### src/hw/rtl/lrgd_pkg.sv
// ----------------------------------------------------------------------------
// lrgd_pkg: shared types and constants
// Constants, opcodes, FSM states and controller/datapath command structs.
// ----------------------------------------------------------------------------
package lrgd_pkg;

    localparam int DEF_NUM_SAMPLES  = 4;
    localparam int DEF_NUM_FEATURES = 3;

    localparam logic [15:0] RST_LEARNING_RATE  = 16'd655;
    localparam logic [19:0] RST_MAX_ITERATIONS = 20'd100000;
    localparam logic [31:0] RST_COST_THRESHOLD = 32'd1;

    localparam logic [1:0] OP_LOAD_FEATURE = 2'd0;
    localparam logic [1:0] OP_LOAD_TARGET  = 2'd1;
    localparam logic [1:0] OP_TRAIN        = 2'd2;

    localparam logic [1:0] REG_LEARNING_RATE  = 2'd0;
    localparam logic [1:0] REG_MAX_ITERATIONS = 2'd1;
    localparam logic [1:0] REG_COST_THRESHOLD = 2'd2;

    typedef enum logic [3:0] {
        ST_IDLE,
        ST_CLEAR,
        ST_PRED,
        ST_PRED_END,
        ST_COST,
        ST_CHECK,
        ST_GRAD,
        ST_STEP,
        ST_STEP_END,
        ST_EMIT
    } lrgd_state_t;

    // controller -> datapath
    typedef struct packed {
        logic clear;      // zero weights, iteration count
        logic pred_mac;   // accumulate one x*w term (sample s_idx, weight w_idx)
        logic pred_wr;    // store saturated prediction for s_idx
        logic cost_acc;   // accumulate error square for s_idx
        logic cost_fin;   // divide and saturate cost
        logic grad_mac;   // accumulate one e*x term for weight w_idx, sample s_idx
        logic step_mul;   // step weight w_idx (stage 1: rate multiply)
        logic step_wr;    // stage 2: divide and write weight
        logic iter_inc;
        logic acc_clr;
    } lrgd_cmd_t;

    // datapath -> controller
    typedef struct packed {
        logic done_ok;    // cost at/under threshold or limit reached
    } lrgd_sts_t;

endpackage

### src/hw/rtl/lrgd_ctrl.sv
// ----------------------------------------------------------------------------
// lrgd_ctrl: training sequencer
// Walks samples and weights through predict, cost, gradient and step phases.
// ----------------------------------------------------------------------------
module lrgd_ctrl #(
    parameter int NUM_SAMPLES  = lrgd_pkg::DEF_NUM_SAMPLES,
    parameter int NUM_FEATURES = lrgd_pkg::DEF_NUM_FEATURES,
    localparam int NW = NUM_FEATURES + 1,
    localparam int SW = (NUM_SAMPLES > 1) ? $clog2(NUM_SAMPLES) : 1,
    localparam int WW = $clog2(NW)
) (
    input  logic                 aclk,
    input  logic                 aresetn,
    input  logic                 start,
    output logic                 busy,
    output lrgd_pkg::lrgd_cmd_t  cmd,
    input  lrgd_pkg::lrgd_sts_t  sts,
    output logic [SW-1:0]        s_idx,
    output logic [WW-1:0]        w_idx,
    output logic                 emit_valid,
    input  logic                 emit_ready
);
    import lrgd_pkg::*;

    lrgd_state_t   state_reg, state_next;
    logic [SW-1:0] s_reg, s_next;
    logic [WW-1:0] w_reg, w_next;

    localparam logic [SW-1:0] S_LAST = SW'(NUM_SAMPLES - 1);
    localparam logic [WW-1:0] W_LAST = WW'(NW - 1);

    assign s_idx = s_reg;
    assign w_idx = w_reg;
    assign busy  = (state_reg != ST_IDLE);

    always_ff @(posedge aclk) begin
        if (!aresetn) begin
            state_reg <= ST_IDLE;
            s_reg     <= '0;
            w_reg     <= '0;
        end else begin
            state_reg <= state_next;
            s_reg     <= s_next;
            w_reg     <= w_next;
        end
    end

    always_comb begin
        state_next = state_reg;
        s_next     = s_reg;
        w_next     = w_reg;
        cmd        = '0;
        emit_valid = 1'b0;
        case (state_reg)
            ST_IDLE: begin
                if (start) begin
                    state_next = ST_CLEAR;
                end
            end
            ST_CLEAR: begin
                cmd.clear   = 1'b1;
                cmd.acc_clr = 1'b1;
                s_next      = '0;
                w_next      = '0;
                state_next  = ST_PRED;
            end
            ST_PRED: begin
                cmd.pred_mac = 1'b1;
                if (w_reg == W_LAST) begin
                    w_next     = '0;
                    state_next = ST_PRED_END;
                end else begin
                    w_next = w_reg + 1'b1;
                end
            end
            ST_PRED_END: begin
                cmd.pred_wr = 1'b1;
                cmd.acc_clr = 1'b1;
                if (s_reg == S_LAST) begin
                    s_next     = '0;
                    state_next = ST_COST;
                end else begin
                    s_next     = s_reg + 1'b1;
                    state_next = ST_PRED;
                end
            end
            ST_COST: begin
                cmd.cost_acc = 1'b1;
                if (s_reg == S_LAST) begin
                    s_next     = '0;
                    state_next = ST_CHECK;
                end else begin
                    s_next = s_reg + 1'b1;
                end
            end
            ST_CHECK: begin
                cmd.cost_fin = 1'b1;
                state_next   = ST_STEP_END;
            end
            ST_STEP_END: begin
                // cost register now valid
                cmd.acc_clr = 1'b1;
                w_next      = '0;
                s_next      = '0;
                state_next  = sts.done_ok ? ST_EMIT : ST_GRAD;
            end
            ST_GRAD: begin
                cmd.grad_mac = 1'b1;
                if (s_reg == S_LAST) begin
                    s_next     = '0;
                    state_next = ST_STEP;
                end else begin
                    s_next = s_reg + 1'b1;
                end
            end
            ST_STEP: begin
                // two-stage weight update, then next weight
                if (s_reg == '0) begin
                    cmd.step_mul = 1'b1;
                    s_next       = SW'(1);
                end else begin
                    cmd.step_wr = 1'b1;
                    cmd.acc_clr = 1'b1;
                    s_next      = '0;
                    if (w_reg == W_LAST) begin
                        w_next       = '0;
                        cmd.iter_inc = 1'b1;
                        state_next   = ST_PRED;
                    end else begin
                        w_next     = w_reg + 1'b1;
                        state_next = ST_GRAD;
                    end
                end
            end
            ST_EMIT: begin
                emit_valid = 1'b1;
                if (emit_ready) begin
                    if (w_reg == W_LAST) begin
                        w_next     = '0;
                        state_next = ST_IDLE;
                    end else begin
                        w_next = w_reg + 1'b1;
                    end
                end
            end
            default: state_next = ST_IDLE;
        endcase
    end

endmodule

### config.mk
export PLATFORM = sky130hd
export DESIGN_NAME = lrgd_ctrl
export DESIGN_NICKNAME = d
export VERILOG_FILES = /design/src/hw/rtl/lrgd_pkg.sv /design/src/hw/rtl/lrgd_ctrl.sv
export SDC_FILE = /design/constraint.sdc
export NUM_CORES = 1
export LEC_CHECK = 0
export BUFFER_PORTS_ARGS = -buffer_cell sky130_fd_sc_hd__buf_2
export CORE_ASPECT_RATIO = 1.2
export CORE_UTILIZATION = 35
export CTS_CLUSTER_SIZE = 40
export DETAILED_ROUTE_END_ITERATION = 10
export HOLD_SLACK_MARGIN = 0.03
export SLEW_MARGIN = 5
export SYNTH_ARGS = -nofsm -noshare
export SYNTH_HDL_FRONTEND = slang
export SYNTH_SLANG_ARGS = --single-unit
### constraint.sdc
create_clock -name aclk -period 1.3 [get_ports aclk]
set_clock_uncertainty 0.05 [all_clocks]
set_input_delay 0.065 -clock aclk [delete_from_list [all_inputs] [get_ports aclk]]
set_output_delay 0.065 -clock aclk [all_outputs]
set_load 0.03 [all_outputs]
==> metrics, run 1 <==
final-report hold violation count=0; Area contributors post-synth=dfxtp_1 20%, a21oi_1 5.7%, ha_1 4.7%; most numerous cell types in the synthesized netlist=9 x a21oi_1, 8 x dfxtp_1, 7 x inv_1, 7 x nor2_1, 7 x nor3_1; placeable core region=2095 µm²; register bit count reported by yosys=8; Fmax=0.6589 GHz; vias in the first global route=1007; via/cell ratio=5.287; Largest stage delay, worst path=0.42 ns; path category of the worst min-delay check=primary input to flop; number of cells on the worst reg-to-reg path=6; reg-to-reg endpoint=s_idx[0]; area leader, netlist=dfxtp_1; final cell area excluding filler cells=1660 µm²; critical path startpoint=state_reg[0]; Worst EP required=1.19 ns; timing endpoint of the critical path=cmd[1]; Chip Width=45.56 µm; Area Overhead vs Synth=108.3%; final RePlAce weighted congestion=0.8741; clock insertion delay at the later pin of the skew report=0.26 ns; maximum root-to-sink buffer count=2; number of synthesized flops with an enable pin=0; maximum vdd ir drop=1390 µV; type of element launching the critical path=flop; pwr/cell area=2262 nW/µm²; global-route wire length before repair=4705 µm; type of the setup path with the least slack=flop to primary output; count of maximum capacitance violations=0; total vias in the final route=1031; number of top-level pins=21; utilization of the core after routing=0.7927; Critical path buffers and inverters=2; overall die height=54.28 µm; status=finished with violations; cell breakdown of the critical path=nand2_4, buf_8, nor3_4, and2_4, buf_6; RSZ-0062 raised after global routing=yes; pin count of the biggest net entering global routing=11; share of cells above drive strength 1=0.7030; H-tree level count=1; Top Family by Delay on Critical Path=simple AND/OR/NAND/NOR gates; post-detailed-placement half-perimeter wirelength=1886 µm; number of DRC violations after detailed routing=0; shortest clock period the worst path allows after layout=1.518 ns; post-synth design cell area=797.0 µm²; area share of the largest cell type after synthesis=0.2009; row count=18; drt initial violations=19; share of the yosys chip area belonging to registers=0.2009; leakage power of the design=0.7236 nW; number of instances in the synthesized netlist=100; most instantiated library cell after synthesis=a21oi_1; library cell used as clock root buffer=clkbuf_4; net count after synthesis=108; Worst Path Arrival=1.40 ns; Final Max Slew Viols=0; post-place instance area=1210 µm²; ys flop type=dfxtp_1; Stages on worst setup path=5; Final nets=175; violations in the final reports=setup timing; Least-Margin Pin Slew=0.2633 ns; Setup-failing EPs final=17; area of the multi-input gates=759.5 µm²; CP Capture Type=primary output; crit path max-delay cell type=dfxtp_4; startpoint of the most critical register-to-register path=s_idx[0]; CTS Hold Buffers Added=0; total length of routed wires=2980 µm; worst-case setup margin in the final layout=-0.2176 ns; async set or reset register ratio after synthesis=0; initial antenna violation count=0; normalized max-slew margin=0.8237; slack of the worst reg-to-reg path=-0.18 ns; Clock transition at path regs=0.05 ns; syn_area_per_cell=7.970 µm²; Yosys cell types=43; Pre-antenna DRT Iters=4; layout filler cell count=132; Fin Hold WS=0.03047 ns; flip-flop count of the largest register, all copies and words added=4; TritonCTS clock tree=built; register area=182.7 µm²; Ys Warns=0; total congestion overflow=0; WL/cell=15.28 µm; Die ar.=2473 µm²; Inserted Clock Buffers=3; clock sink total=8; Initial Util=0.3805; top fanout value on the critical path=8; number of cells on the worst hold path=2; count of inserted antenna diode cells=0; global-route total usage across every layer=0.2659; share of the cycle needed by the critical path after routing=1.167; residual antenna-violating net count after detailed routing=0; count of buffers inserted at the top-level ports=20
[final cells by class]
type,count,share of cell area
tap,30,0.02261
inverter,8,0.02411
clock buffer,3,0.01356
sequential,8,0.1100
multi-input combinational,77,0.4574
timing repair buffer,69,0.3723
[how the worst min path moves through the flow]
stage / slack (ns) / end / from
global placement: 0.32 / state_reg[1] / aresetn
floorplan: 0.13 / state_reg[1] / aresetn
CTS: 0.04 / state_reg[1] / aresetn
finish: 0.03 / state_reg[1] / aresetn
detailed placement: 0.32 / state_reg[1] / aresetn
global route: 0.04 / state_reg[1] / aresetn
[per-stage QoR]
| step | std cells | setup WS (ns) | setup TNS, ns | power (W) |
|---|---|---|---|---|
| 6_report | 195 | -0.2176 | -1.819 | 0.003756 |
| 5_1_grt | 195 | -0.2668 | -2.688 | 0.003962 |
| 4_1_cts | 192 | -0.1987 | -1.548 | 0.003396 |
| 3_5_place_dp | 176 | -0.1469 | -0.9261 | 0.002525 |
| 3_3_place_gp | 176 | -0.09324 | -0.5933 | 0.002486 |
| 2_1_floorplan | 100 | -0.1966 | -0.8998 | 0.001840 |
[metal layers]
metal  up-vias  routed length (µm)  GRT usage  share of wire
met5         -                   0          0              0
met4         0                  36    0.07071          0.012
met3         4                  84    0.02970          0.028
met2        29                1669     0.5024           0.56
met1       493                1190     0.3092           0.40
li1        505                   -          -              -
[layout by cell type, fill, tap and decap left out, types with 3 or more instances in the layout]
cell type,instances
nor2_1,5
nand2_1,5
inv_1,4
o21ai_1,3
nor3_4,4
mux2i_1,3
buf_6,28
a21oi_1,7
buf_4,31
nand3_1,3
nor2_4,3
clkbuf_4,3
buf_2,8
dfxtp_4,6
[logic make-up (layout without fill, tap and decap cells)]
logic type	after synthesis	count (layout)	share of synthesized area
DFF	8	8	0.2009
and+or+nand+nor	41	41	0.3485
xor gates and xnor gates	1	1	0.01099
adders and majority gates	3	3	0.04710
AOI/OAI and AO/OA	29	29	0.2480
buffers and inverters	15	80	0.1067
muxes	3	3	0.03768
[power breakdown]
| part | total (W) | internal [W] | leakage [nW] | switching (W) |
|---|---|---|---|---|
| Combinational | 0.00303 | 0.00156 | 0.640 | 0.00147 |
| Sequential | 0.000530 | 0.000370 | 0.0697 | 0.000160 |
| Clock | 0.000199 | 0.000106 | 0.0138 | 0.0000932 |
| Total | 0.00376 | 0.00204 | 0.724 | 0.00172 |
[what timing repair did]
item                       CTS  global route
gates resized for setup     60            24
setup endpoints to repair   19            20
buffers inserted            13             5
pin swaps                   14            17
[worst reg2reg max path, stage by stage (launching register included)]
cell      delay (ns)
dfxtp_4         0.36
buf_6           0.12
ha_4            0.17
or2_4           0.23
o221ai_2        0.15
nand3_1         0.11
a31oi_1         0.21
Power figures use the tool's default switching activity.
==> inputs of run 2 (changes only) <==
BUFFER_PORTS_ARGS = unset   (was -buffer_cell sky130_fd_sc_hd__buf_2)
CORE_MARGIN = 1.5   (was unset)
DONT_BUFFER_PORTS = 1   (was unset)
==> metrics, run 2 (synthesized netlist as in run 1, its figures left out) <==
count of maximum capacitance violations=0; critical path startpoint=state_reg[1]; crit path max-delay cell type=dfxtp_2; Worst EP required=1.39 ns; Net Switching=0.001976 W; portion of total power attributed to combinational logic=0.827; Clock transition at path regs=0.06 ns; shortest clock period the worst path allows after layout=1.578 ns; layout filler cell count=117; Endpoint, Worst Hold=state_reg[1]; Largest stage delay, worst path=0.36 ns; vias in the first global route=1082; top fanout value on the critical path=3; global-route wire length before repair=4947 µm; share of cells above drive strength 1=0.7349; row count=18; share of the cycle needed by the critical path after routing=1.214; register area=180.2 µm²; overall die height=55.28 µm; Final Max Slew Viols=0; leakage power of the design=0.7435 nW; type of the setup path with the least slack=flop to flop; type of element launching the critical path=flop; clock insertion delay at the later pin of the skew report=0.25 ns; clock sink total=8; Least-Margin Pin Slew=0.3289 ns; leading cell type in the layout, fill and taps excluded=buf_4; via/cell ratio=5.730; number of top-level pins=21; global-route total usage across every layer=0.2593; setup TNS=-2.510 ns; Pre-antenna DRT Iters=4; Die ar.=2574 µm²; total vias in the final route=1123; drt initial violations=35; Worst Path Arrival=1.67 ns; number of cells on the worst hold path=3; fraction of power spent switching nets=0.4714; normalized max-slew margin=0.7788; post-detailed-placement half-perimeter wirelength=1965 µm; Area Overhead vs Synth=121.3%; internal power=0.002216 W; count of inserted antenna diode cells=0; path category of the worst min-delay check=primary input to flop; number of cells on the worst reg-to-reg path=7; Initial Util=0.3805; final-report hold violation count=0; startpoint of the most critical register-to-register path=state_reg[1]; final RePlAce weighted congestion=0.9348; startpoint of the lowest-slack hold path=sts; cell repeated most along the worst path=buf_4; flip-flop count of the largest register, all copies and words added=4; maximum vdd ir drop=1728 µV; cell breakdown of the critical path=buf_6, buf_4, inv_4, buf_4, o21ai_1, a221oi_2, a311oi_1; CP Capture Type=flop; Fmax=0.6338 GHz; placeable core region=2095 µm²; Chip Width=46.56 µm; Clk network pwr share=0.048; pwr/cell area=2376 nW/µm²; highest-count cells in the layout ignoring fill and taps=39 x buf_4, 26 x buf_6, 6 x a21oi_1; reg-to-reg endpoint=state_reg[2]; library cell used as clock root buffer=clkbuf_4; slack of the worst reg-to-reg path=-0.28 ns; pin count of the biggest net entering global routing=11; area of the multi-input gates=808.3 µm²; utilization of the core after routing=0.8423; number of DRC violations after detailed routing=0; Inserted Clock Buffers=3; Final nets=176; maximum root-to-sink buffer count=2; Setup-failing EPs final=19; WL/cell=20.71 µm; Fin Hold WS=0.1031 ns; register share of total power=0.126; count of buffers inserted at the top-level ports=0; initial antenna violation count=0; violations in the final reports=setup timing; total length of routed wires=4060 µm; status=finished with violations; worst-case setup margin in the final layout=-0.2777 ns; total congestion overflow=0; H-tree level count=1; RSZ-0062 raised after global routing=yes; residual antenna-violating net count after detailed routing=0; TritonCTS clock tree=built
==> run 2: cell count changes in the layout (fill, tap and decap cells not counted), moves of 2 or more <==
cell     delta
buf_2       -8
buf_4       +8
buf_12      +4
nor3_2      +3
buf_6       -2
buf_8       -2
inv_1       -2
inv_4       +2
nand2_4     -2
nand2_8     +2
nor3_4      -2
==> run 2: repair_timing <==
item                                    4_1_cts  5_1_grt
setup buffers                                13        8
pin swaps                                    16        9
endpoints found under the setup margin       20       20
endpoints found under the hold margin         8        0
hold buffers                                  1        0
gates resized for setup                      36       37
==> run 2: power by group through the flow <==
stage                     clock [W]  combinational, W  sequential [W]
after detailed placement          0           0.00219        0.000519
after CTS                  0.000202           0.00272        0.000516
after floorplan                   0           0.00131        0.000531
final                      0.000199           0.00347        0.000528
after global placement            0           0.00215        0.000507
after global routing       0.000216           0.00364        0.000535
==> run 2: how the worst max path moves through the flow <==
| stage | to | slack (ns) | depth (start not counted) |
|---|---|---|---|
| after floorplan | w_idx[0] | -0.20 | 5 |
| after global placement | state_reg[2] | -0.13 | 5 |
| after detailed placement | state_reg[2] | -0.16 | 4 |
| after CTS | cmd[8] | -0.14 | 4 |
| after global routing | state_reg[2] | -0.38 | 7 |
| final | state_reg[2] | -0.28 | 7 |
==> run 2: per-layer routing <==
layer  routed length, µm  global-route usage
met4                 200              0.1265
met2                2173              0.4246
met5                   0                   0
met1                1522              0.3133
met3                 163             0.03922
==> run 2: worst max-delay path: cells and delay by family, from the launching register on <==
kind / cells / cell delay (ns)
AO/OA/AOI/OAI: 3 / 0.63
buffers and inverters: 4 / 0.42
flip-flops: 1 / 0.36
==> run 2: metrics by stage <==
step	instances	cell area [µm²]	power [W]	worst slack, ns
floorplan	100	889.6	0.001840	-0.1966
global placement	173	1250	0.002660	-0.1337
detailed placement	173	1250	0.002707	-0.1586
CTS	189	1530	0.003435	-0.1393
global route	196	1764	0.004390	-0.3845
finish	196	1764	0.004192	-0.2777
==> run 2: area by class of cell <==
type                            instances  share of cell area
Multi-Input combinational cell         77              0.4582
Sequential cell                         8              0.1021
Clock buffer                            3             0.01277
Timing Repair Buffer                   70              0.3830
Tap cell                               30             0.02128
Inverter                                8             0.02270
==> inputs of run 3 (changes only) <==
ABC_AREA = 1   (was unset)
CORE_MARGIN = unset   (was 1.5)
==> metrics, run 3 <==
Pre-antenna DRT Iters=4; Die ar.=2107 µm²; area share of the largest cell type after synthesis=0.2375; Worst EP required=1.19 ns; pin count of the biggest net entering global routing=8; H-tree level count=1; utilization of the core after routing=0.6505; flip-flop count of the largest register, all copies and words added=4; CP Capture Type=primary output; reg-to-reg endpoint=s_idx[0]; maximum root-to-sink buffer count=2; post-detailed-placement half-perimeter wirelength=1447 µm; setup TNS=-0.8825 ns; initial antenna violation count=0; Area Overhead vs Synth=76.44%; clock sink total=8; Area contributors post-synth=dfxtp_1 24%, nand2_1 14%, inv_1 9.5%; total vias in the final route=867; highest-count cells in the layout ignoring fill and taps=24 x buf_4, 17 x nand2_1, 10 x nor2_1; count of buffers inserted at the top-level ports=0; share of the yosys chip area belonging to registers=0.2375; violations in the final reports=setup timing; placeable core region=1829 µm²; net count after synthesis=120; leading cell type in the layout, fill and taps excluded=buf_4; number of cells on the worst hold path=4; Worst Path Arrival=1.36 ns; async set or reset register ratio after synthesis=0; leakage power of the design=0.5886 nW; number of synthesized flops with an enable pin=0; overall die height=50.09 µm; final cell area excluding filler cells=1190 µm²; number of instances in the synthesized netlist=112; global-route total usage across every layer=0.2075; pwr/cell area=2350 nW/µm²; final RePlAce weighted congestion=0.8718; Yosys cell types=21; RSZ-0062 raised after global routing=yes; status=finished with violations; share of the cycle needed by the critical path after routing=1.135; total length of routed wires=2267 µm; ys flop type=dfxtp_1; maximum vdd ir drop=1117 µV; layout filler cell count=153; count of maximum capacitance violations=0; number of DRC violations after detailed routing=0; shortest clock period the worst path allows after layout=1.476 ns; library cell used as clock root buffer=clkbuf_4; final-report hold violation count=0; normalized max-slew margin=0.8465; count of inserted antenna diode cells=0; area leader, netlist=dfxtp_1; post-place instance area=904.6 µm²; Least-Margin Pin Slew=0.2301 ns; slack of the worst reg-to-reg path=-0.11 ns; worst-case setup margin in the final layout=-0.1755 ns; critical path startpoint=s_idx[1]; number of top-level pins=21; register bit count reported by yosys=8; most numerous cell types in the synthesized netlist=25 x nand2_1, 17 x inv_1, 16 x nor2_1; drt initial violations=14; via/cell ratio=5.161; top fanout value on the critical path=2; post-synth design cell area=674.4 µm²; Final Max Slew Viols=0; residual antenna-violating net count after detailed routing=0; TritonCTS clock tree=built; Ys Warns=0; share of cells above drive strength 1=0.6174; Final nets=158; timing endpoint of the critical path=cmd[0]; WL/cell=13.49 µm; Setup-failing EPs final=11; total congestion overflow=0; path category of the worst min-delay check=primary input to flop; global-route wire length before repair=3401 µm; Fmax=0.6777 GHz; Initial Util=0.3687; row count=17; vias in the first global route=883; clock insertion delay at the later pin of the skew report=0.26 ns; most instantiated library cell after synthesis=nand2_1; startpoint of the most critical register-to-register path=s_idx[1]; syn_area_per_cell=6.021 µm²; type of the setup path with the least slack=flop to primary output; Clock transition at path regs=0.06 ns; Inserted Clock Buffers=3; number of cells on the worst reg-to-reg path=9; type of element launching the critical path=flop; Chip Width=42.07 µm
[run 3: changes by cell type in the layout (fill, tap and decap cells not counted), sizes merged, moves of 3 or more]
cell,previous run,this run
nand2,7,31
o21ai,6,2
buf,69,32
a21oi,9,3
nand3,4,11
nor2,8,23
mux2i,3,0
inv,8,22
nor3,7,2
nand2b,3,0
[run 3: cell type report]
cell class | count | area, µm² | share of cell area
Inverter | 23 | 105.1 | 0.08833
Timing Repair Buffer | 33 | 289.0 | 0.2429
Clock buffer | 4 | 26.28 | 0.02208
Sequential cell | 8 | 182.7 | 0.1535
Tap cell | 19 | 23.77 | 0.01998
Multi-Input combinational cell | 81 | 563.0 | 0.4732
[run 3: report_power, final]
group | internal, W | switching [W] | leakage, nW
sequential | 0.000364 | 0.000138 | 0.0700
combinational | 0.000843 | 0.00124 | 0.504
clock | 0.000118 | 0.0000918 | 0.0150
total | 0.00133 | 0.00147 | 0.589
[run 3: worst min-delay path by stage]
stage / startpoint / end / slack, ns
CTS: sts / state_reg[3] / 0.11
global route: sts / state_reg[0] / 0.18
floorplan: aresetn / state_reg[0] / 0.13
finish: sts / state_reg[3] / 0.12
global placement: aresetn / state_reg[0] / 0.13
detailed placement: aresetn / state_reg[2] / 0.14
[run 3: critical path, cell delays in order (launching register included)]
cell,delay [ns]
dfxtp_4,0.35
inv_2,0.04
ha_4,0.15
buf_6,0.11
nor2_4,0.12
inv_2,0.06
nand4_1,0.12
buf_12,0.14
[run 3: cell families after synthesis]
logic type	after synthesis	share of synthesized area
simple gates	70	0.5121
buf+inv	23	0.1280
fa+ha+maj	3	0.05566
flops	8	0.2375
compound gates	8	0.06680
[run 3: metrics by stage]
step,total power [W],cells,setup slack (ns),hold slack [ns]
global placement,0.002051,150,0.001384,0.1307
finish,0.002797,168,-0.1755,0.1207
global route,0.003021,168,-0.2238,0.1756
CTS,0.002458,160,-0.1453,0.1063
floorplan,0.001588,112,-0.01571,0.1280
detailed placement,0.002068,150,-0.05395,0.1361
[run 3: what timing repair did]
action | 4_1_cts | 5_1_grt
endpoints found under the setup margin | 17 | 17
hold buffers | 1 | 0
pin swaps | 9 | 9
setup buffers | 5 | 8
endpoints found under the hold margin | 8 | 0
resized for setup | 25 | 24
gates cloned | 0 | 0
[run 3: layer usage]
layer  GRT usage  vias to the layer above  share of wire
met5           0                        -              0
met4      0.1354                        0          0.038
met3     0.02198                       11          0.040
met2      0.3776                       32           0.52
met1      0.2217                      398           0.40
li1            -                      426              -
